**src/sv/sdeq_pkg.sv**
```systemverilog
// shared types and constants for the sorted double-ended queue
package sdeq_pkg;

  localparam int DEPTH   = 16;
  localparam int VALUE_W = 32;
  localparam int CNT_W   = $clog2(DEPTH + 1);
  localparam int ENTRY_W = 5;

  typedef enum logic [1:0] {
    OP_INSERT     = 2'd0,
    OP_REMOVE_MIN = 2'd1,
    OP_REMOVE_MAX = 2'd2,
    OP_SEARCH     = 2'd3
  } opcode_t;

  typedef enum logic [1:0] {
    ST_DONE    = 2'd0,
    ST_EMPTY   = 2'd1,
    ST_FULL    = 2'd2,
    ST_MISSING = 2'd3
  } status_t;

  typedef struct packed {
    opcode_t                     opcode;
    logic signed [VALUE_W-1:0]   operand_value;
  } in_req_t;

  typedef struct packed {
    logic signed [VALUE_W-1:0]   result_value;
    status_t                     status;
    logic [ENTRY_W-1:0]          entry_count;
  } out_req_t;

  // broadcast to every cell
  typedef struct packed {
    logic                        en;
    opcode_t                     op;
    logic signed [VALUE_W-1:0]   operand;
  } cell_ctrl_t;

  // what a cell shows its neighbours
  typedef struct packed {
    logic signed [VALUE_W-1:0]   value;
    logic                        occ;
    logic                        mark;
  } cell_link_t;

  // what a cell reports to the top level
  typedef struct packed {
    logic                        hit;
    logic                        last;
  } cell_flag_t;

endpackage

```
**src/sv/sorted_double_ended_queue.sv**
```systemverilog
// sorted double-ended queue: a chain of compare-and-shift cells
//
// Holds up to DEPTH signed values in ascending order. Each request on the
// in_ channel (in_valid/in_stall, payload in_req) is one operation: insert,
// remove smallest, remove largest or search. Every request gives exactly one
// result request on the out_ channel (out_valid/out_stall, payload out_req)
// carrying the value, a status and the entry count after the operation.
// All cells compare against the operand and shift to a neighbour in the same
// cycle, so the result appears in the output register in the cycle after
// acceptance, and a new request can be taken every cycle while in_stall is
// low. Throughput is one request per cycle when the output does not stall.
// While a result sits in the output register and out_stall is high, in_stall
// is raised and no new request is taken; nothing is lost or repeated.
// Reset (rst_n low, synchronous) empties the store and clears out_valid.
// Removal from an empty store and insert into a full store leave the store
// unchanged and report empty or full status with the most negative value.
module sorted_double_ended_queue import sdeq_pkg::*; (
  input  logic     clk,
  input  logic     rst_n,
  input  logic     in_valid,
  output logic     in_stall,
  input  in_req_t  in_req,
  output logic     out_valid,
  input  logic     out_stall,
  output out_req_t out_req
);

  localparam logic signed [VALUE_W-1:0] MIN_VALUE = {1'b1, {(VALUE_W-1){1'b0}}};

  logic                      in_accept;
  logic [CNT_W-1:0]          count_r, count_nxt;
  logic                      out_valid_r, out_valid_nxt;
  out_req_t                  out_req_r, out_req_nxt;
  logic                      full, empty;
  cell_ctrl_t                ctrl;
  cell_link_t                link [DEPTH];
  cell_flag_t                flag [DEPTH];
  cell_link_t                head_link, tail_link;
  logic [DEPTH-1:0]          occ_vec;
  logic                      found;
  logic signed [VALUE_W-1:0] max_value;

  assign in_stall  = out_valid_r && out_stall;
  assign in_accept = in_valid && !in_stall;
  assign out_valid = out_valid_r;
  assign out_req   = out_req_r;

  assign full  = (count_r == CNT_W'(DEPTH));
  assign empty = (count_r == '0);

  always_comb begin
    ctrl.op      = in_req.opcode;
    ctrl.operand = in_req.operand_value;
    case (in_req.opcode) inside
      OP_INSERT:                    ctrl.en = in_accept && !full;
      OP_REMOVE_MIN, OP_REMOVE_MAX: ctrl.en = in_accept && !empty;
      default:                      ctrl.en = 1'b0;
    endcase
  end

  // chain ends
  assign head_link.value = in_req.operand_value;
  assign head_link.occ   = 1'b1;
  assign head_link.mark  = 1'b0;
  assign tail_link.value = in_req.operand_value;
  assign tail_link.occ   = 1'b0;
  assign tail_link.mark  = 1'b1;

  for (genvar i = 0; i < DEPTH; i++) begin : g_cell
    cell_link_t left_in, right_in;
    if (i == 0) begin : g_head
      assign left_in = head_link;
    end else begin : g_left
      assign left_in = link[i-1];
    end
    if (i == DEPTH - 1) begin : g_tail
      assign right_in = tail_link;
    end else begin : g_right
      assign right_in = link[i+1];
    end
    sdeq_cell u_cell (
      .clk        (clk),
      .rst_n      (rst_n),
      .ctrl       (ctrl),
      .left_link  (left_in),
      .right_link (right_in),
      .link       (link[i]),
      .flag       (flag[i])
    );
    assign occ_vec[i] = link[i].occ;
  end

  always_comb begin
    found     = 1'b0;
    max_value = '0;
    for (int i = 0; i < DEPTH; i++) begin
      found     = found | flag[i].hit;
      max_value = max_value | (flag[i].last ? link[i].value : '0);
    end
  end

  always_comb begin
    count_nxt     = count_r;
    out_valid_nxt = out_valid_r && out_stall;
    out_req_nxt   = out_req_r;
    if (in_accept) begin
      out_valid_nxt            = 1'b1;
      out_req_nxt.result_value = in_req.operand_value;
      out_req_nxt.status       = ST_DONE;
      case (in_req.opcode) inside
        OP_INSERT: begin
          if (full) begin
            out_req_nxt.result_value = MIN_VALUE;
            out_req_nxt.status       = ST_FULL;
          end else begin
            count_nxt = count_r + 1'b1;
          end
        end
        OP_REMOVE_MIN, OP_REMOVE_MAX: begin
          if (empty) begin
            out_req_nxt.result_value = MIN_VALUE;
            out_req_nxt.status       = ST_EMPTY;
          end else begin
            count_nxt = count_r - 1'b1;
            out_req_nxt.result_value =
              (in_req.opcode == OP_REMOVE_MIN) ? link[0].value : max_value;
          end
        end
        default: begin
          out_req_nxt.status = found ? ST_DONE : ST_MISSING;
        end
      endcase
      out_req_nxt.entry_count = ENTRY_W'(count_nxt);
    end
  end

  always_ff @(posedge clk) begin
    if (!rst_n) begin
      count_r     <= '0;
      out_valid_r <= 1'b0;
    end else begin
      count_r     <= count_nxt;
      out_valid_r <= out_valid_nxt;
    end
  end

  always_ff @(posedge clk) begin
    out_req_r <= out_req_nxt;
  end

  a_count_range: assert property (@(posedge clk) disable iff (!rst_n)
    count_r <= CNT_W'(DEPTH))
    else $error("entry count beyond depth");

  a_occ_matches_count: assert property (@(posedge clk) disable iff (!rst_n)
    $countones(occ_vec) == int'(count_r))
    else $error("cell occupancy disagrees with entry count");

  a_insert_grows: assert property (@(posedge clk) disable iff (!rst_n)
    in_accept && in_req.opcode == OP_INSERT && !full |=>
      count_r == $past(count_r) + 1'b1)
    else $error("insert did not grow the store");

  a_result_follows: assert property (@(posedge clk) disable iff (!rst_n)
    in_accept |=> out_valid_r)
    else $error("accepted request produced no result");

endmodule

```
**src/sv/sdeq_cell.sv**
```systemverilog
// one storage cell of the sorted chain
module sdeq_cell import sdeq_pkg::*; (
  input  logic       clk,
  input  logic       rst_n,
  input  cell_ctrl_t ctrl,
  input  cell_link_t left_link,
  input  cell_link_t right_link,
  output cell_link_t link,
  output cell_flag_t flag
);

  logic signed [VALUE_W-1:0] value_r, value_nxt;
  logic                      occ_r, occ_nxt;
  logic                      mark;

  // set on every cell at or above the operand and on every free one
  assign mark = !occ_r || (value_r >= ctrl.operand);

  assign link.value = value_r;
  assign link.occ   = occ_r;
  assign link.mark  = mark;

  assign flag.hit  = occ_r && (value_r == ctrl.operand);
  assign flag.last = occ_r && !right_link.occ;

  always_comb begin
    value_nxt = value_r;
    occ_nxt   = occ_r;
    if (ctrl.en) begin
      case (ctrl.op)
        OP_INSERT: begin
          if (left_link.mark) begin
            value_nxt = left_link.value;
          end else if (mark) begin
            value_nxt = ctrl.operand;
          end
          occ_nxt = occ_r | left_link.occ;
        end
        OP_REMOVE_MIN: begin
          value_nxt = right_link.value;
          occ_nxt   = right_link.occ;
        end
        OP_REMOVE_MAX: begin
          occ_nxt = right_link.occ;
        end
        default: begin
        end
      endcase
    end
  end

  always_ff @(posedge clk) begin
    value_r <= value_nxt;
  end

  always_ff @(posedge clk) begin
    if (!rst_n) begin
      occ_r <= 1'b0;
    end else begin
      occ_r <= occ_nxt;
    end
  end

endmodule
```
**config.mk**
```make
export PLATFORM = sky130hd
export DESIGN_NAME = sorted_double_ended_queue
export DESIGN_NICKNAME = d
export VERILOG_FILES = /design/src/sv/sdeq_pkg.sv /design/src/sv/sorted_double_ended_queue.sv /design/src/sv/sdeq_cell.sv
export SDC_FILE = /design/constraint.sdc
export NUM_CORES = 2
export LEC_CHECK = 0
export BUFFER_PORTS_ARGS = -buffer_cell sky130_fd_sc_hd__buf_2
export CORE_ASPECT_RATIO = 0.75
export CORE_MARGIN = 5
export CORE_UTILIZATION = 45
export CTS_BUF_LIST = sky130_fd_sc_hd__clkbuf_8
export DETAILED_ROUTE_END_ITERATION = 12
export PLACE_DENSITY = 0.62
export SLEW_MARGIN = 20
export SYNTH_ARGS = -nofsm -noshare
export SYNTH_HDL_FRONTEND = slang
export SYNTH_SLANG_ARGS = --single-unit
```
**constraint.sdc**
```tcl
create_clock -name clk -period 6.8 [get_ports clk]
set_clock_uncertainty 0.1 [all_clocks]
set_input_delay 1.36 -clock clk [delete_from_list [all_inputs] [get_ports clk]]
set_output_delay 1.36 -clock clk [all_outputs]
set_load 0.005 [all_outputs]
```
==> results by group <==
Place
  • Placed Instances: about 5,300
  • Post-Place Setup Slack: between 0.6 and 0.7 ns
  • Routability congestion estimate: approximately 1.1
  • Port bufs: 78
  • Placed cell area: roughly 0.045 mm2
  • Post-DP HPWL: roughly 150,000 um

STA
  • Min cycle time layout: between 5 and 6 ns
  • Final setup violating endpoints: 0
  • F_max: around 180 MHz
  • Final hold vios: 0
  • Min setup slack post-route: between 1 and 1.5 ns
  • RSZ-0062 raised after global routing: no
  • Period utilisation layout: between 80% and 90%
  • Final Max Slew Viols: 0
  • Setup TNS: 0 ns
  • Worst slew margin: under 10%
  • WHS: between 0.4 and 0.5 ns
  • Worst slew pin tran: roughly 1.4 ns

Detailed routing
  • Pre-Repair DR Iteration Count: 9
  • Drt first-iter violations: 7,752
  • Routed WL per cell: 37.1 um
  • Remaining antenna violation count: 0
  • Number of remaining DRC errors: 0
  • Total number of vias: 40,300
  • Vias per cell: ~7.3
  • WL final: a little over 200,000 um

Cells and area
  • Fill cells: ~8,600
  • Multi-input logic area: 0.0245 mm2
  • Final Non-Filler Cells: between 5,000 and 6,000
  • Fraction of layout cells with a size suffix above 1: slightly above 10%
  • Area Growth Syn to Fin: 10.5%
  • Nets: ~4,700
  • Post-Layout Inst Area: between 0.04 and 0.05 mm2
  • Register Area: about 0.017 mm2

Global routing
  • Gr usage total: between 30% and 40%
  • Largest net degree at the start of global routing: about 190
  • Vias in the first global route: approximately 35,000
  • Initial antenna violation count: 28
  • First-pass GRT wire length: approximately 280,000 um
  • Global route total overflow: 0

Synth
  • Synthesis warning total: 0
  • Synthesized flop and latch total: 573
  • Ys flop type: edfxtp_1
  • Synth Instances: 4,151
  • Syn avg cell area: slightly above 10 um2
  • Area share of the largest cell type after synthesis: around two fifths
  • Post-synth EDFFs: 551
  • Netlist Area Pre-Place: about 0.043 mm2
  • Share of the yosys chip area belonging to registers: between 30% and 40%
  • Mapped Nets: approximately 4,700
  • Unique cell type count in the Yosys netlist: between 70 and 80
  • Main area contributors after synthesis: edfxtp_1 (39%), ha_1 (15%), mux2i_1 (6.1%), a221o_1 (4.6%), a21oi_1 (3.6%)
  • Fraction of registers with async set/reset: 0%
  • Area leader, netlist: edfxtp_1

Critical path
  • Required time of the worst setup path: 7.27 ns
  • CP Capture Type: register
  • Crit Path Category: primary input to register
  • Crit path max fanout: 50
  • CP arrival: between 6 and 7 ns
  • Startpoint types: primary input

CTS
  • Setup Buffers After CTS: 0
  • H-tree Lvls: 3
  • Root buf cell: clkbuf_8
  • Clock sinks: between 500 and 600
  • Clk Latency, worst-skew pair: just under 0.9 ns
  • Clk pin slew, worst setup/hold paths: approximately 0.06 ns
  • CTS tree: done
  • Resized cells post-CTS: 0
  • TritonCTS buffer count: about 100
  • Max Root-Sink Buffers: 3
  • Hold_buf cts: 0

Floorplanning
  • Die height: about 280 um
  • CORE AREA: approximately 0.095 mm2
  • IO Count: approximately 80
  • Site row count: 98
  • Starting Density: a little under half
  • Chip width: 366 um
  • DIE AREA: approximately 0.10 mm2

Power
  • Logic pwr share: approximately a fifth
  • Switching Share: ~33%
  • NetSw: 3.26 mW
  • Reg power frac: a little over two fifths
  • VDD IR-drop max: around 0.00015 V
  • Cell Int Power: ~6.6 mW
  • Clock power frac: 36.2%
  • Power Dens Cells: 208 mW/mm2
  • Leak: between 15 and 20 nW

Job
  • Max-cap viol count: 0

Min path
  • Worst Hold Class: register to register

Run status
  • Status: finished, final reports clean
worst paths after layout:
kind / startpoint / endpoint / slack, ns / cells past startpoint
max: in_req[13] / g_cell[9].u_cell.value_r[13] / 1.26 / 12
min: count_r[4] / count_r[4] / 0.49 / 2
max reg2reg: g_cell[8].u_cell.value_r[1] / g_cell[9].u_cell.value_r[13] / 2.05 / 10
min reg2reg: count_r[4] / count_r[4] / 0.49 / 2
sequential cells by signal, summed over array words and instances (netlist names):
register / flops
g_cell.u_cell.occ_r: 16
out_valid: 1
out_req: 39
count_r: 5
g_cell.u_cell.value_r: 512
critical path: stages:
cell and delay [ns]:
buf_2 0.18, inv_1 0.57, ha_1 0.38, nand4_1 0.18
or3_1 0.19, a21oi_1 0.05, o41ai_1 0.87, and4b_1 0.39
mux2i_4 0.66, buf_4 0.65, nor3b_1 0.11, a221o_1 0.29
kinds of logic (layout without fill, tap and decap cells):
family	Yosys count	after routing	synth area share (%)
fa+ha+maj	517	517	15.1
other cells	0	18	0
xor+xnor	2	2	0.0409
buf+inv	400	520	4.08
compound gates	1297	1297	20.9
simple gates	1066	1066	13.1
flops	573	573	39.7
mux	296	296	7.08
layout by cell type (no fill, tap or decap), types with 20 or more instances in the layout:
cell,netlist,final
buf_2,56,78
inv_1,114,139
o21ai_0,278,278
nand4_1,149,149
mux2i_1,262,257
clkbuf_8,0,108
nor2_1,163,147
o211ai_1,22,22
buf_4,16,113
nand2_1,347,347
a211oi_1,21,21
a221o_1,198,198
nor3b_1,189,189
edfxtp_1,551,551
a221oi_1,61,61
nand3_1,65,64
o21ai_1,25,23
nor4_1,26,25
a22oi_1,161,161
clkinv_1,2,28
nor2b_1,36,33
ha_1,517,516
nor3_1,20,20
dfxtp_1,22,21
mux2_2,22,22
a21o_1,76,76
a21oi_1,311,306
a22o_1,35,35
metrics by stage:
| step | util (%) | total power, mW |
|---|---|---|
| 3_3_place_gp | 47.6 | 6.19 |
| 3_5_place_dp | 47.6 | 6.21 |
| 5_1_grt | 49.9 | 10.1 |
| 4_1_cts | 49.8 | 9.72 |
| 6_report | 49.9 | 9.85 |
| 2_1_floorplan | - | 5.39 |
routing by layer:
metal  vias up  share of wire (%)  track usage (%)  routed length, um
met4        32                3.6             11.5               7430
met1     19700                 41             56.9              85100
met3       495                 19             20.8              38800
met5         -               0.34             2.16                688
li1      16600                  -                -                  -
met2      3518                 36             47.3              73200
cell type report:
cell class | instances | area share, %
flip-flops and latches | 573 | 35.9
clock inverters | 86 | 1.35
inverters | 116 | 0.926
well taps | 1250 | 3.31
diodes | 18 | 0.0953
repair buffers | 210 | 3.41
clock buffers | 108 | 3.14
multi-input cells | 3178 | 51.8
Yosys cell counts (36+ instances only):
| cell | number |
|---|---|
| ha_1 | 517 |
| nor2_1 | 163 |
| a221o_1 | 198 |
| o21ai_0 | 278 |
| nor3b_1 | 189 |
| clkbuf_1 | 182 |
| nand2_1 | 347 |
| mux2i_1 | 262 |
| edfxtp_1 | 551 |
| nand4_1 | 149 |
| a21o_1 | 76 |
| a21oi_1 | 311 |
| inv_1 | 114 |
| a221oi_1 | 61 |
| a22oi_1 | 161 |
| nand3_1 | 65 |
| nor2b_1 | 36 |
| buf_2 | 56 |
power by group through the flow:
stage               Combinational (mW)  Sequential, mW  Clock (mW)
floorplan                         1.15            4.24           0
global placement                  1.85            4.34           0
detailed placement                1.88            4.34           0
CTS                               1.88            4.27        3.57
global route                      2.09            4.28        3.73
finish                            1.99            4.29        3.57
(Power assumes the default switching activity.)
